`config.mk`:
```
export PLATFORM = sky130hd
export DESIGN_NAME = led_cube_pwm_fade_scanner
export DESIGN_NICKNAME = d
export VERILOG_FILES = /design/src/design/lcpfs_pkg.sv /design/src/design/lcpfs_ctrl.sv /design/src/design/lcpfs_datapath.sv /design/src/design/led_cube_pwm_fade_scanner.sv
export SDC_FILE = /design/constraint.sdc
export NUM_CORES = 2
export LEC_CHECK = 0
export BUFFER_PORTS_ARGS = -buffer_cell sky130_fd_sc_hd__clkbuf_2
export CAP_MARGIN = 20
export CORE_ASPECT_RATIO = 0.8
export CORE_UTILIZATION = 60
export CTS_BUF_LIST = sky130_fd_sc_hd__clkbuf_16
export DETAILED_ROUTE_END_ITERATION = 6
export PLACE_DENSITY_LB_ADDON = 0.05
export SYNTH_ARGS = -nofsm -noshare
export SYNTH_HDL_FRONTEND = slang
export SYNTH_SLANG_ARGS = --single-unit
```
`constraint.sdc`:
```
create_clock -name clk -period 8.4 [get_ports clk]
set_clock_uncertainty 0.1 [all_clocks]
set_input_delay 1.26 -clock clk [delete_from_list [all_inputs] [get_ports clk]]
set_output_delay 1.26 -clock clk [all_outputs]
set_load 0.005 [all_outputs]
```
`src/design/lcpfs_pkg.sv`:
```
// shared types, constants and codes for the led cube pwm fade scanner
package lcpfs_pkg;

	localparam int NUM_LEDS     = 64;
	localparam int LEVELS       = 4;
	localparam int COLUMNS      = 4;
	localparam int GROUPS       = 4;
	localparam int SELECT_WORDS = 4;

	localparam int LED_W = $clog2(NUM_LEDS);
	localparam int LVL_W = $clog2(LEVELS);
	localparam int COL_W = $clog2(COLUMNS);
	localparam int GRP_W = 2;
	localparam int SEL_W = $clog2(SELECT_WORDS);

	localparam int LEVEL_W = 8;
	localparam int DELTA_W = 9;
	localparam int ERR_W   = 10;
	localparam int HOLD_W  = 9;
	localparam int PINS_W  = 4;
	localparam int WIDE_W  = 12;

	localparam logic [PINS_W-1:0] SELECT_ON = 4'd15;

	typedef enum logic [1:0] {
		REQ_BEGIN = 2'd0,
		REQ_LOAD  = 2'd1,
		REQ_FRAME = 2'd2,
		REQ_SCAN  = 2'd3
	} req_t;

	typedef enum logic [1:0] {
		CFG_PWM_RES   = 2'd0,
		CFG_HOLD_RATE = 2'd1,
		CFG_FADE_MODE = 2'd2
	} cfg_idx_t;

	localparam logic [1:0] MODE_NONE   = 2'd0;
	localparam logic [1:0] MODE_SINGLE = 2'd1;

	typedef enum logic [3:0] {
		ST_IDLE,
		ST_FADE_RD,
		ST_FADE_WR,
		ST_RATE,
		ST_FRAME_OUT,
		ST_SCAN_RD,
		ST_SCAN_ACC,
		ST_SCAN_OUT,
		ST_SEL_OUT
	} state_t;

	typedef struct packed {
		logic accept;
		logic fade_rd;
		logic fade_wr;
		logic rate_upd;
		logic scan_rd;
		logic scan_acc;
		logic push_frame;
		logic push_mask;
		logic push_sel;
	} dp_cmd_t;

	typedef struct packed {
		logic out_free;
		logic led_last;
		logic rate_stop;
		logic lvl_zero;
		logic col_zero;
		logic sel_last;
		logic frame_fade;
	} dp_status_t;

endpackage

```
`src/design/lcpfs_ctrl.sv`:
```
// controller state machine sequencing frame fades and scan slices
module lcpfs_ctrl
	import lcpfs_pkg::*;
(
	input  logic       clk,
	input  logic       arst_n,
	input  logic       in_valid,
	input  logic [1:0] in_req,
	output logic       in_ready,
	input  dp_status_t status,
	output dp_cmd_t    cmd
);

	state_t state_q;
	state_t state_d;
	req_t   req;

	assign req = req_t'(in_req);

	always_ff @(posedge clk or negedge arst_n) begin
		if (!arst_n) begin
			state_q <= ST_IDLE;
		end else begin
			state_q <= state_d;
		end
	end

	always_comb begin
		state_d = state_q;
		case (state_q)
			ST_IDLE: begin
				if (in_valid) begin
					case (req)
						REQ_FRAME: state_d = status.frame_fade ? ST_FADE_RD : ST_FRAME_OUT;
						REQ_SCAN:  state_d = ST_SCAN_RD;
						default:   state_d = ST_IDLE;
					endcase
				end
			end
			ST_FADE_RD: state_d = ST_FADE_WR;
			ST_FADE_WR: state_d = status.led_last ? ST_RATE : ST_FADE_RD;
			ST_RATE:    state_d = status.rate_stop ? ST_FRAME_OUT : ST_FADE_RD;
			ST_FRAME_OUT: begin
				if (status.out_free) begin
					state_d = ST_IDLE;
				end
			end
			ST_SCAN_RD:  state_d = ST_SCAN_ACC;
			ST_SCAN_ACC: state_d = status.lvl_zero ? ST_SCAN_OUT : ST_SCAN_RD;
			ST_SCAN_OUT: begin
				if (status.out_free) begin
					state_d = status.col_zero ? ST_SEL_OUT : ST_SCAN_RD;
				end
			end
			ST_SEL_OUT: begin
				if (status.out_free && status.sel_last) begin
					state_d = ST_IDLE;
				end
			end
			default: state_d = ST_IDLE;
		endcase
	end

	always_comb begin
		cmd        = '0;
		in_ready   = 1'b0;
		case (state_q)
			ST_IDLE: begin
				in_ready   = 1'b1;
				cmd.accept = in_valid;
			end
			ST_FADE_RD:   cmd.fade_rd    = 1'b1;
			ST_FADE_WR:   cmd.fade_wr    = 1'b1;
			ST_RATE:      cmd.rate_upd   = 1'b1;
			ST_FRAME_OUT: cmd.push_frame = status.out_free;
			ST_SCAN_RD:   cmd.scan_rd    = 1'b1;
			ST_SCAN_ACC:  cmd.scan_acc   = 1'b1;
			ST_SCAN_OUT:  cmd.push_mask  = status.out_free;
			ST_SEL_OUT:   cmd.push_sel   = status.out_free;
			default: begin
				cmd = '0;
			end
		endcase
	end

endmodule

```
`src/design/lcpfs_datapath.sv`:
```
// led memories, fade and rate arithmetic, scan counters and output register
module lcpfs_datapath
	import lcpfs_pkg::*;
(
	input  logic              clk,
	input  logic              arst_n,
	input  logic              cfg_wr_en,
	input  logic [1:0]        cfg_addr,
	input  logic [7:0]        cfg_wdata,
	input  logic [31:0]       in_data,
	input  logic [1:0]        in_req,
	input  dp_cmd_t           cmd,
	output dp_status_t        status,
	output logic              out_valid,
	input  logic              out_ready,
	output logic [PINS_W-1:0] out_pins,
	output logic              out_last,
	output logic              out_done
);

	function automatic logic signed [ERR_W-1:0] sat10(input logic signed [WIDE_W-1:0] v);
		logic signed [WIDE_W-1:0] hi;
		logic signed [WIDE_W-1:0] lo;
		hi = WIDE_W'(511);
		lo = -WIDE_W'(512);
		if (v > hi) begin
			sat10 = ERR_W'(511);
		end else if (v < lo) begin
			sat10 = -ERR_W'(512);
		end else begin
			sat10 = v[ERR_W-1:0];
		end
	endfunction

	// configuration
	logic [7:0] pwm_res_q;
	logic [7:0] hold_rate_q;
	logic [1:0] fade_mode_q;

	always_ff @(posedge clk or negedge arst_n) begin
		if (!arst_n) begin
			pwm_res_q   <= 8'd64;
			hold_rate_q <= 8'd0;
			fade_mode_q <= MODE_NONE;
		end else if (cfg_wr_en) begin
			case (cfg_idx_t'(cfg_addr))
				CFG_PWM_RES:   pwm_res_q   <= cfg_wdata;
				CFG_HOLD_RATE: hold_rate_q <= cfg_wdata;
				CFG_FADE_MODE: fade_mode_q <= cfg_wdata[1:0];
				default: begin
				end
			endcase
		end
	end

	// input fields
	logic [LED_W-1:0]   in_idx;
	logic [LEVEL_W-1:0] in_start;
	logic [LEVEL_W-1:0] in_end;
	req_t               req;

	assign in_idx   = in_data[5:0];
	assign in_start = in_data[13:6];
	assign in_end   = in_data[21:14];
	assign req      = req_t'(in_req);

	logic [LEVEL_W-1:0] phase_q;
	logic [GRP_W-1:0]   grp_q;

	always_ff @(posedge clk) begin
		if (cmd.accept && req == REQ_SCAN) begin
			phase_q <= in_data[29:22];
			grp_q   <= in_data[31:30];
		end
	end

	// led memories
	logic [LEVEL_W-1:0]        bright_mem [NUM_LEDS];
	logic signed [DELTA_W-1:0] delta_mem  [NUM_LEDS];
	logic signed [ERR_W-1:0]   err_mem    [NUM_LEDS];

	logic [LEVEL_W-1:0]        b_rd_q;
	logic signed [DELTA_W-1:0] d_rd_q;
	logic signed [ERR_W-1:0]   e_rd_q;

	logic [LED_W-1:0] led_q;
	logic [COL_W-1:0] col_q;
	logic [LVL_W-1:0] lvl_q;
	logic [SEL_W-1:0] sel_q;
	logic [LEVELS-1:0] mask_q;

	logic                      load_we;
	logic [LED_W-1:0]          wr_addr;
	logic [LEVEL_W-1:0]        wr_bright;
	logic signed [ERR_W-1:0]   wr_err;
	logic signed [DELTA_W-1:0] load_delta;
	logic                      rd_en;
	logic [LED_W-1:0]          rd_addr;
	logic [LED_W-1:0]          scan_pos;

	assign load_we    = cmd.accept && req == REQ_LOAD;
	assign wr_addr    = cmd.fade_wr ? led_q : in_idx;
	assign load_delta = $signed({1'b0, in_end}) - $signed({1'b0, in_start});

	// column + group * columns + level * columns * groups
	assign scan_pos = LED_W'(int'(col_q) + int'(grp_q) * COLUMNS
		+ int'(lvl_q) * (COLUMNS * GROUPS));
	assign rd_en    = cmd.fade_rd || cmd.scan_rd;
	assign rd_addr  = cmd.scan_rd ? scan_pos : led_q;

	// fade arithmetic on the registered read
	logic signed [WIDE_W-1:0] res_w;
	logic signed [WIDE_W-1:0] fade_sum;
	logic signed [WIDE_W-1:0] fade_twice;
	logic signed [WIDE_W-1:0] fade_e;
	logic [LEVEL_W-1:0]       fade_b;

	assign res_w      = $signed({4'b0, pwm_res_q});
	assign fade_sum   = $signed({{(WIDE_W-ERR_W){e_rd_q[ERR_W-1]}}, e_rd_q})
		+ $signed({{(WIDE_W-DELTA_W){d_rd_q[DELTA_W-1]}}, d_rd_q});
	assign fade_twice = fade_sum <<< 1;

	always_comb begin
		fade_b = b_rd_q;
		fade_e = fade_sum;
		if (d_rd_q > 0) begin
			if (!(fade_twice < res_w)) begin
				if (b_rd_q != 8'd255) begin
					fade_b = b_rd_q + 8'd1;
				end
				fade_e = fade_sum - res_w;
			end
		end else begin
			if (!(fade_twice > -res_w)) begin
				if (b_rd_q != 8'd0) begin
					fade_b = b_rd_q - 8'd1;
				end
				fade_e = fade_sum + res_w;
			end
		end
	end

	assign wr_bright = cmd.fade_wr ? fade_b : in_start;
	assign wr_err    = cmd.fade_wr ? sat10(fade_e) : '0;

	always_ff @(posedge clk) begin
		if (load_we || cmd.fade_wr) begin
			bright_mem[wr_addr] <= wr_bright;
			err_mem[wr_addr]    <= wr_err;
		end
		if (load_we) begin
			delta_mem[wr_addr] <= load_delta;
		end
		if (rd_en) begin
			b_rd_q <= bright_mem[rd_addr];
			d_rd_q <= delta_mem[rd_addr];
			e_rd_q <= err_mem[rd_addr];
		end
	end

	// rate bresenham and hold count
	logic signed [ERR_W-1:0]  rate_err_q;
	logic [HOLD_W-1:0]        hold_q;
	logic signed [WIDE_W-1:0] rate_sum;
	logic                     rate_tick;
	logic [HOLD_W-1:0]        hold_inc;
	logic                     done_now;
	logic                     single;

	assign rate_sum  = $signed({{(WIDE_W-ERR_W){rate_err_q[ERR_W-1]}}, rate_err_q})
		+ $signed({4'b0, hold_rate_q});
	assign rate_tick = !((rate_sum <<< 1) < res_w);
	assign hold_inc  = (hold_q == {HOLD_W{1'b1}}) ? hold_q : hold_q + 1'b1;
	assign done_now  = hold_q > {1'b0, hold_rate_q};
	assign single    = fade_mode_q == MODE_SINGLE || hold_rate_q == 8'd0;

	logic done_q;

	always_ff @(posedge clk or negedge arst_n) begin
		if (!arst_n) begin
			rate_err_q <= '0;
			hold_q     <= '0;
			done_q     <= 1'b0;
			led_q      <= '0;
			col_q      <= '0;
			lvl_q      <= '0;
			sel_q      <= '0;
			mask_q     <= '0;
		end else begin
			if (cmd.accept) begin
				case (req)
					REQ_BEGIN: begin
						hold_q     <= '0;
						rate_err_q <= '0;
					end
					REQ_FRAME: begin
						done_q <= done_now;
						led_q  <= '0;
						if (!done_now && fade_mode_q == MODE_NONE) begin
							hold_q <= hold_inc;
						end
					end
					REQ_SCAN: begin
						col_q  <= COL_W'(COLUMNS - 1);
						lvl_q  <= LVL_W'(LEVELS - 1);
						sel_q  <= '0;
						mask_q <= '0;
					end
					default: begin
					end
				endcase
			end
			if (cmd.fade_wr) begin
				led_q <= led_q + 1'b1;
			end
			if (cmd.rate_upd) begin
				led_q <= '0;
				if (rate_tick) begin
					hold_q     <= hold_inc;
					rate_err_q <= sat10(rate_sum - res_w);
				end else begin
					rate_err_q <= sat10(rate_sum);
				end
			end
			if (cmd.scan_acc) begin
				mask_q[lvl_q] <= phase_q < b_rd_q;
				lvl_q         <= lvl_q - 1'b1;
			end
			if (cmd.push_mask) begin
				mask_q <= '0;
				lvl_q  <= LVL_W'(LEVELS - 1);
				col_q  <= col_q - 1'b1;
			end
			if (cmd.push_sel) begin
				sel_q <= sel_q + 1'b1;
			end
		end
	end

	// output register, frees the input side while a result waits
	logic              out_valid_q;
	logic [PINS_W-1:0] out_pins_q;
	logic              out_last_q;
	logic              out_done_q;
	logic              push;

	assign push = cmd.push_frame || cmd.push_mask || cmd.push_sel;

	always_ff @(posedge clk or negedge arst_n) begin
		if (!arst_n) begin
			out_valid_q <= 1'b0;
		end else if (push) begin
			out_valid_q <= 1'b1;
		end else if (out_ready) begin
			out_valid_q <= 1'b0;
		end
	end

	always_ff @(posedge clk) begin
		if (push) begin
			out_pins_q <= '0;
			out_last_q <= 1'b0;
			out_done_q <= 1'b0;
			if (cmd.push_frame) begin
				out_done_q <= done_q;
			end
			if (cmd.push_mask) begin
				out_pins_q <= PINS_W'(mask_q);
			end
			if (cmd.push_sel) begin
				out_pins_q <= (sel_q == grp_q) ? SELECT_ON : '0;
				out_last_q <= sel_q == SEL_W'(SELECT_WORDS - 1);
			end
		end
	end

	assign out_valid = out_valid_q;
	assign out_pins  = out_pins_q;
	assign out_last  = out_last_q;
	assign out_done  = out_done_q;

	assign status.out_free   = !out_valid_q || out_ready;
	assign status.led_last   = led_q == LED_W'(NUM_LEDS - 1);
	assign status.rate_stop  = rate_tick || single;
	assign status.lvl_zero   = lvl_q == '0;
	assign status.col_zero   = col_q == '0;
	assign status.sel_last   = sel_q == SEL_W'(SELECT_WORDS - 1);
	assign status.frame_fade = !done_now && fade_mode_q != MODE_NONE;

endmodule

```
`src/design/led_cube_pwm_fade_scanner.sv`:
```
// top level: begin and load items leave the input side ready; a frame result is pushed
// directly in mode 0 and when done, else after fade passes that read and write back
// each led in turn, plus one rate step per pass. a scan slice pushes a level word per
// column (one memory read per level), then the select words; the next item is taken
// while the last result waits in the output register.
// arst_n clears control state and config to reset values; led memories hold no reset.
module led_cube_pwm_fade_scanner
	import lcpfs_pkg::*;
(
	input  logic        clk,
	input  logic        arst_n,
	input  logic        cfg_wr_en,
	input  logic [1:0]  cfg_addr,
	input  logic [7:0]  cfg_wdata,
	input  logic        s_tvalid,
	output logic        s_tready,
	// led_index[5:0], start_level[13:6], end_level[21:14], pwm_phase[29:22], group[31:30]
	input  logic [31:0] s_tdata,
	// req_type[1:0]
	input  logic [1:0]  s_tuser,
	output logic        m_tvalid,
	input  logic        m_tready,
	// level_pins[3:0], zero fill[7:4]
	output logic [7:0]  m_tdata,
	// pattern_done[0]
	output logic [0:0]  m_tuser,
	output logic        m_tlast
);

	dp_cmd_t           cmd;
	dp_status_t        status;
	logic [PINS_W-1:0] pins;

	lcpfs_ctrl u_ctrl (
		.clk      (clk),
		.arst_n   (arst_n),
		.in_valid (s_tvalid),
		.in_req   (s_tuser),
		.in_ready (s_tready),
		.status   (status),
		.cmd      (cmd)
	);

	lcpfs_datapath u_datapath (
		.clk       (clk),
		.arst_n    (arst_n),
		.cfg_wr_en (cfg_wr_en),
		.cfg_addr  (cfg_addr),
		.cfg_wdata (cfg_wdata),
		.in_data   (s_tdata),
		.in_req    (s_tuser),
		.cmd       (cmd),
		.status    (status),
		.out_valid (m_tvalid),
		.out_ready (m_tready),
		.out_pins  (pins),
		.out_last  (m_tlast),
		.out_done  (m_tuser[0])
	);

	assign m_tdata = {4'b0, pins};

endmodule

```
After elaboration in Yosys (flattened, before gate mapping). Memory sizes are Yosys's and may differ from the RTL's. A register that Yosys moved wholly into a read port is not among the register bits. Cells that the tools add are included.

$add $sub $neg: 16. $mul: 0. Div/mod/pow operators: 0. Magnitude comparators: 14. Equality and inequality tests: 23. Shift-type cells: 0. Muxes and demuxes: 77. Bitwise operators: 0. Reduce and logical (&&, ||, !) cells: 46.

Operator list (count): $mux 10 (11); $mux 4 (12); $mux 8 (6); $mux 9 (5); $gt 12x10->1 const B (3); $lt 12x10->1 const B (3); $mux 12 (3); $mux 6 (6); $pmux 4 s9 (1); $lt 12x9->1 (2); $sub 12x9->12 (2); $add 10x9->11 (2); $mux 2 (10); $pmux 9 s2 (1); $reduce_and 2->1 (9); $mux 1 (17); $eq 4x3->1 const B (4); $reduce_bool 2->1 (8); $add 12x9->12 (1); $gt 12x12->1 (1); $neg 8->12 (1); $reduce_bool 3->1 (4); $logic_not 2->1 (5); $add 9x1->9 const B (1); 35 further kinds (58).

Flip-flop bits (word level): 75. Latch bits: 0. Memory bits (writable): 1728. ROM bits: 0. Input port bits: 49. Output and inout bits: 12. Word-level logic and storage cells: 197. Memories: 3.

Memories: u_datapath.err_mem (depth 64, bits a word 10, read ports 1, clocked after memory_dff 1, write ports 1, line lcpfs_datapath.sv:80) `logic signed [ERR_W-1:0] err_mem [NUM_LEDS];`; u_datapath.delta_mem (depth 64, bits a word 9, read ports 1, clocked after memory_dff 1, write ports 1, line lcpfs_datapath.sv:79) `logic signed [DELTA_W-1:0] delta_mem [NUM_LEDS];`; u_datapath.bright_mem (depth 64, bits a word 8, read ports 1, clocked after memory_dff 1, write ports 1, line lcpfs_datapath.sv:78) `logic [LEVEL_W-1:0] bright_mem [NUM_LEDS];`.

Logic depth before layout (Yosys ltp).
Word-level depth: 8. Gate-level depth with buffers: 18. Gate-level depth less buffers: 17.

Cells and area by module. From an unflattened synthesis, not the netlist that was laid out.

Cell total of the unflattened synthesis: 4116. Area, all modules: 75471.1 um2.

Modules (own cells, without submodules): lcpfs_datapath (times used 1, cells an instance 4060, area each 75009.4 um2, seq. area each 54558.6 um2); lcpfs_ctrl (times used 1, cells an instance 51, area each 427.9 um2, seq. area each 100.1 um2); led_cube_pwm_fade_scanner (times used 1, cells an instance 5, area each 33.8 um2, seq. area each 0.0 um2).

Worst setup path after synthesis. OpenSTA, ideal clock, no wires.

Kind: reg-to-reg. Start: reg u_datapath.d_rd_q[0], read port of u_datapath.delta_mem. End: mem u_datapath.err_mem[0][6] (data pin). Setup time: 0.721 ns. Arrival: 6.306 ns. Data required time: 7.579 ns. Slack: 1.273 ns. Stages on the path, launching flop included: 18. Buffers on the path: 0. Period minus slack after synthesis: 7.127 ns. Path through: edfxtp_1 -> ha_1 -> fa_1 -> a21o_1 -> a22oi_1 -> a21oi_1 -> xnor2_1 -> inv_1 -> ha_1 -> a21oi_1 -> nand2_1 -> a2111o_1 -> a31o_1 -> a21oi_2 -> nand4_1 -> mux2i_2 -> a21oi_2 -> o31ai_1.

Longest elaborated chain between the ends: 8. Elaborated cells on any way between the ends: 14. Those cells by class: add/sub: 3; order compare: 5; mux: 6.

Ends and longest elaborated chain: from (decl) (line lcpfs_datapath.sv:83) `logic signed [DELTA_W-1:0] d_rd_q;`; $add 10x9->11 (line lcpfs_datapath.sv:120) `+ $signed({{(WIDE_W-DELTA_W){d_rd_q[DELTA_W-1]}}, d_rd_q});`; $add 12x9->12 (tied with other cells) (line lcpfs_datapath.sv:138) `fade_e = fade_sum + res_w;`; $mux 12 (on tied branches) (line lcpfs_datapath.sv:134, lcpfs_datapath.sv:127); $mux 12 (*) (line lcpfs_datapath.sv:126) `if (d_rd_q > 0) begin`; $lt 12x10->1 (line lcpfs_datapath.sv:28) `end else if (v < lo) begin`; $mux 10 (line lcpfs_datapath.sv:28); $mux 10 (*) (line lcpfs_datapath.sv:26) `if (v > hi) begin`; $mux 10 (*) (line lcpfs_datapath.sv:144) `assign wr_err = cmd.fade_wr ? sat10(fade_e) : '0;`; via u_datapath.wr_err[6] (line lcpfs_datapath.sv:95) `logic signed [ERR_W-1:0] wr_err;`; to (decl) (line lcpfs_datapath.sv:80).

The timed path passes the listed nets; every way through them passes the cells marked *.

Worst setup path in the final report.
Start: reg u_datapath.d_rd_q[0], read port of u_datapath.delta_mem. End: mem u_datapath.err_mem[40][6] (data pin).

The elaborated chain is that of the path after synthesis.

==> impl_metrics.ini <==
[global_routing]
grt_pass1_vias = 46600
grt_max_degree = 155
grt.overflow.total = 0
antenna_found_initial = 7
grt_pass1_wl_mm = 297
gr-usage-all-layers_pct = 30.6

[pwr]
peakVddDrop_mv = 0.489
p_per_area_mw_per_mm2 = 381
leakage_nw = 30.0

[placement]
dpl_cell_area_sq_mm = 0.0800
io_buffers = 56
hpwlAfterDp_mm = 111
place.gp.congestion = 0.852

[timing]
maxSlewViolCount = 0
tightest_slew_ns = 1.28
max_slew_margin_pct = 14.4
finalSetupViolCount = 0
fmax_mhz = 163
min_period_over_period_pct = 73.2
rsz0062_at_grt = no
tns_ns = 0
hold_viol = 0
fin_crit_ns = 6.15

[logic_synthesis]
yosys.area.top_type_share_pct = 68.8
synth_cell_types = 75
synth_area_leaders = edfxtp_1, nand2_1, a311oi_1
synthesis.area_sq_mm = 0.0773
syn-instance-count = 6237
yosysWarnings = 0
postSynthAreaPerCell_sq_um = 12.4
synth-async-reset-ratio_pct = 3.22
synth-edff-count = 1771
ys_seq_area_share_pct = 70.7
synth_seq_cells = 1830
synth_top_cell_by_area = edfxtp_1
synth_ff_type = edfxtp_1

[floorplanning]
ioPinCount = 61
die_h_um = 323
die_area_sq_mm = 0.130
start_util_pct = 60.7
fp.coreArea_sq_mm = 0.128
fp-row-count = 117
die_w_um = 403

[final_layout]
final_cell_mix = nand2_1, edfxtp_1, nand3_1
finish.instance_area_sq_mm = 0.0856
drive_gt1_share_pct = 8.87
multiInputGateArea_sq_mm = 0.0214
areaGrowthSynthToFinish_pct = 10.6
nets = 6360
nFillCells = 9017
seq_area_sq_mm = 0.0547
final_common_cell = nand2_1

[route]
ant_nets = 0
num_vias = 50800
dr.pass1.iters = 7
routed_wl_mm = 200
drtIter0Drc = 6310
via_per_inst = 6.30
drcViolationCount = 2
routedWlPerCell_um = 24.9

[clocking]
cts_buffer_depth = 3
numCtsBuffers = 174
insertion_delay_ns = 0.81
cts_resized = 0
clockRootBuffer = clkbuf_16
ctsHtreeMaxLevel = 4
cts_setup_buffers = 0
cts_tree = done
cts_hold_buffers = 0
path_clk_slew_ns = 0.07
cts.sinks = 1830

[critical_path]
ff2ff_path_depth = 18
reg2reg_from = u_datapath.d_rd_q[0]
critPathTopFamily = compound AO/OA/AOI/OAI gates
r2r_end = u_datapath.err_mem[40][6]
rrSetupSlack_ns = 2.25
worst-setup-path-type = flop to flop
critPathArrivalTime_ns = 6.48
crit_path_end_kind = flop
startpoint_type = flop
cp.depth = 18
cp_max_fo = 64
endpoint = u_datapath.err_mem[40][6]
max_stage_delay_ns = 0.82
crit_slowest_cell = o211ai_2
path_cells = ha_1 > fa_1 > a21o_1 > a22oi_1 > a21oi_1 > xnor2_1 > inv_1 > ha_1 > a21oi_1 > nand2_1 > a2111o_1 > a31o_1 > a21oi_2 > nand4_1 > mux2i_2 > o211ai_2 > o31ai_4 > buf_4
critPathBufInv = 2
required_ns = 8.73
crit_path_start = u_datapath.d_rd_q[0]

[run_status]
status = finished, violations left
violations = DRC

[run]
cap_violations = 0

[hold_path]
hold_path_class = flop to flop
==> layer usage <==
| metal | up-vias | GRT usage, % | share of wire (%) |
|---|---|---|---|
| met2 | 2536 | 44.8 | 44 |
| met4 | 4 | 9.12 | 2.5 |
| met3 | 308 | 5.76 | 10 |
| met1 | 24900 | 46.8 | 43 |
| met5 | - | 0 | 0.013 |
| li1 | 23000 | - | - |
==> through the flow <==
step	std cells	power (mW)	utilization, %	hold slack, ns	setup WS, ns
after floorplan	6240	20.6	-	0.356	1.27
after global placement	7738	25.0	62.7	0.369	2.38
after detailed placement	7742	25.2	62.8	0.378	2.35
after CTS	8049	32.5	66.9	0.390	2.31
after global routing	8062	34.1	67.1	0.397	1.97
final	8063	32.6	67.1	0.391	2.25
==> synth_stat cells (all sizes together) (7+ instances only) <==
cell type	instances
nand2	1814
edfxtp	1771
nand3	475
clkbuf	333
a311oi	326
and3	222
a21oi	193
nor2	185
a31oi	114
ha	98
a211oi	86
buf	80
o21ai	78
inv	71
dfrtp	58
xnor2	37
nor3	28
a21o	25
o31ai	20
nand2b	19
nor2b	17
xor2	17
mux2	16
mux2i	13
a22oi	12
nand4	12
o21a	11
nor4	10
a22o	8
nand3b	8
fa	7
==> cells by family (layout without fill, tap and decap cells) <==
logic type,count (synthesis),after routing,share of synthesized area (%)
adder cells (fa/ha/maj),106,106,1.78
AO/OA/AOI/OAI,921,921,8.53
flip-flops,1830,1830,70.7
buffers and inverters,484,581,2.45
multiplexers,29,29,0.416
AND/OR/NAND/NOR,2812,2812,15.5
XOR/XNOR,54,54,0.636
other,1,5,0.00485
==> worst min-delay path by stage <==
stage / start / end / slack [ns] / depth (start not counted)
2_1_floorplan: u_datapath.rate_err_q[2] / u_datapath.rate_err_q[2] / 0.36 / 1
3_3_place_gp: u_datapath.rate_err_q[4] / u_datapath.rate_err_q[4] / 0.37 / 1
3_5_place_dp: u_datapath.rate_err_q[4] / u_datapath.rate_err_q[4] / 0.38 / 1
4_1_cts: u_datapath.rate_err_q[4] / u_datapath.rate_err_q[4] / 0.39 / 1
5_1_grt: u_datapath.rate_err_q[6] / u_datapath.rate_err_q[6] / 0.40 / 1
6_report: u_datapath.rate_err_q[6] / u_datapath.rate_err_q[6] / 0.39 / 1
==> power breakdown <==
part | leakage (nW) | switching, mW | internal (mW)
combinational | 10.4 | 9.54 | 3.83
sequential | 16.8 | 0.202 | 11.6
clock | 2.76 | 3.33 | 4.10
==> registers in the layout (all words and copies together), names as in the netlist, 9 cells and up <==
signal / flops
u_datapath.delta_mem: 576
u_datapath.err_mem: 640
u_datapath.e_rd_q: 10
u_datapath.rate_err_q: 10
u_datapath.bright_mem: 512
u_datapath.hold_q: 9
u_datapath.d_rd_q: 9
==> final cells by class <==
cell class	count	area share [%]
sequential	1830	63.9
multi-input combinational	3926	25.0
clock buffer	176	5.15
tap	1725	2.52
timing repair buffer	203	2.08
clock inverter	131	1.06
inverter	71	0.311
antenna	1	0.00292
Note: power is estimated with default switching activity, not from simulation.
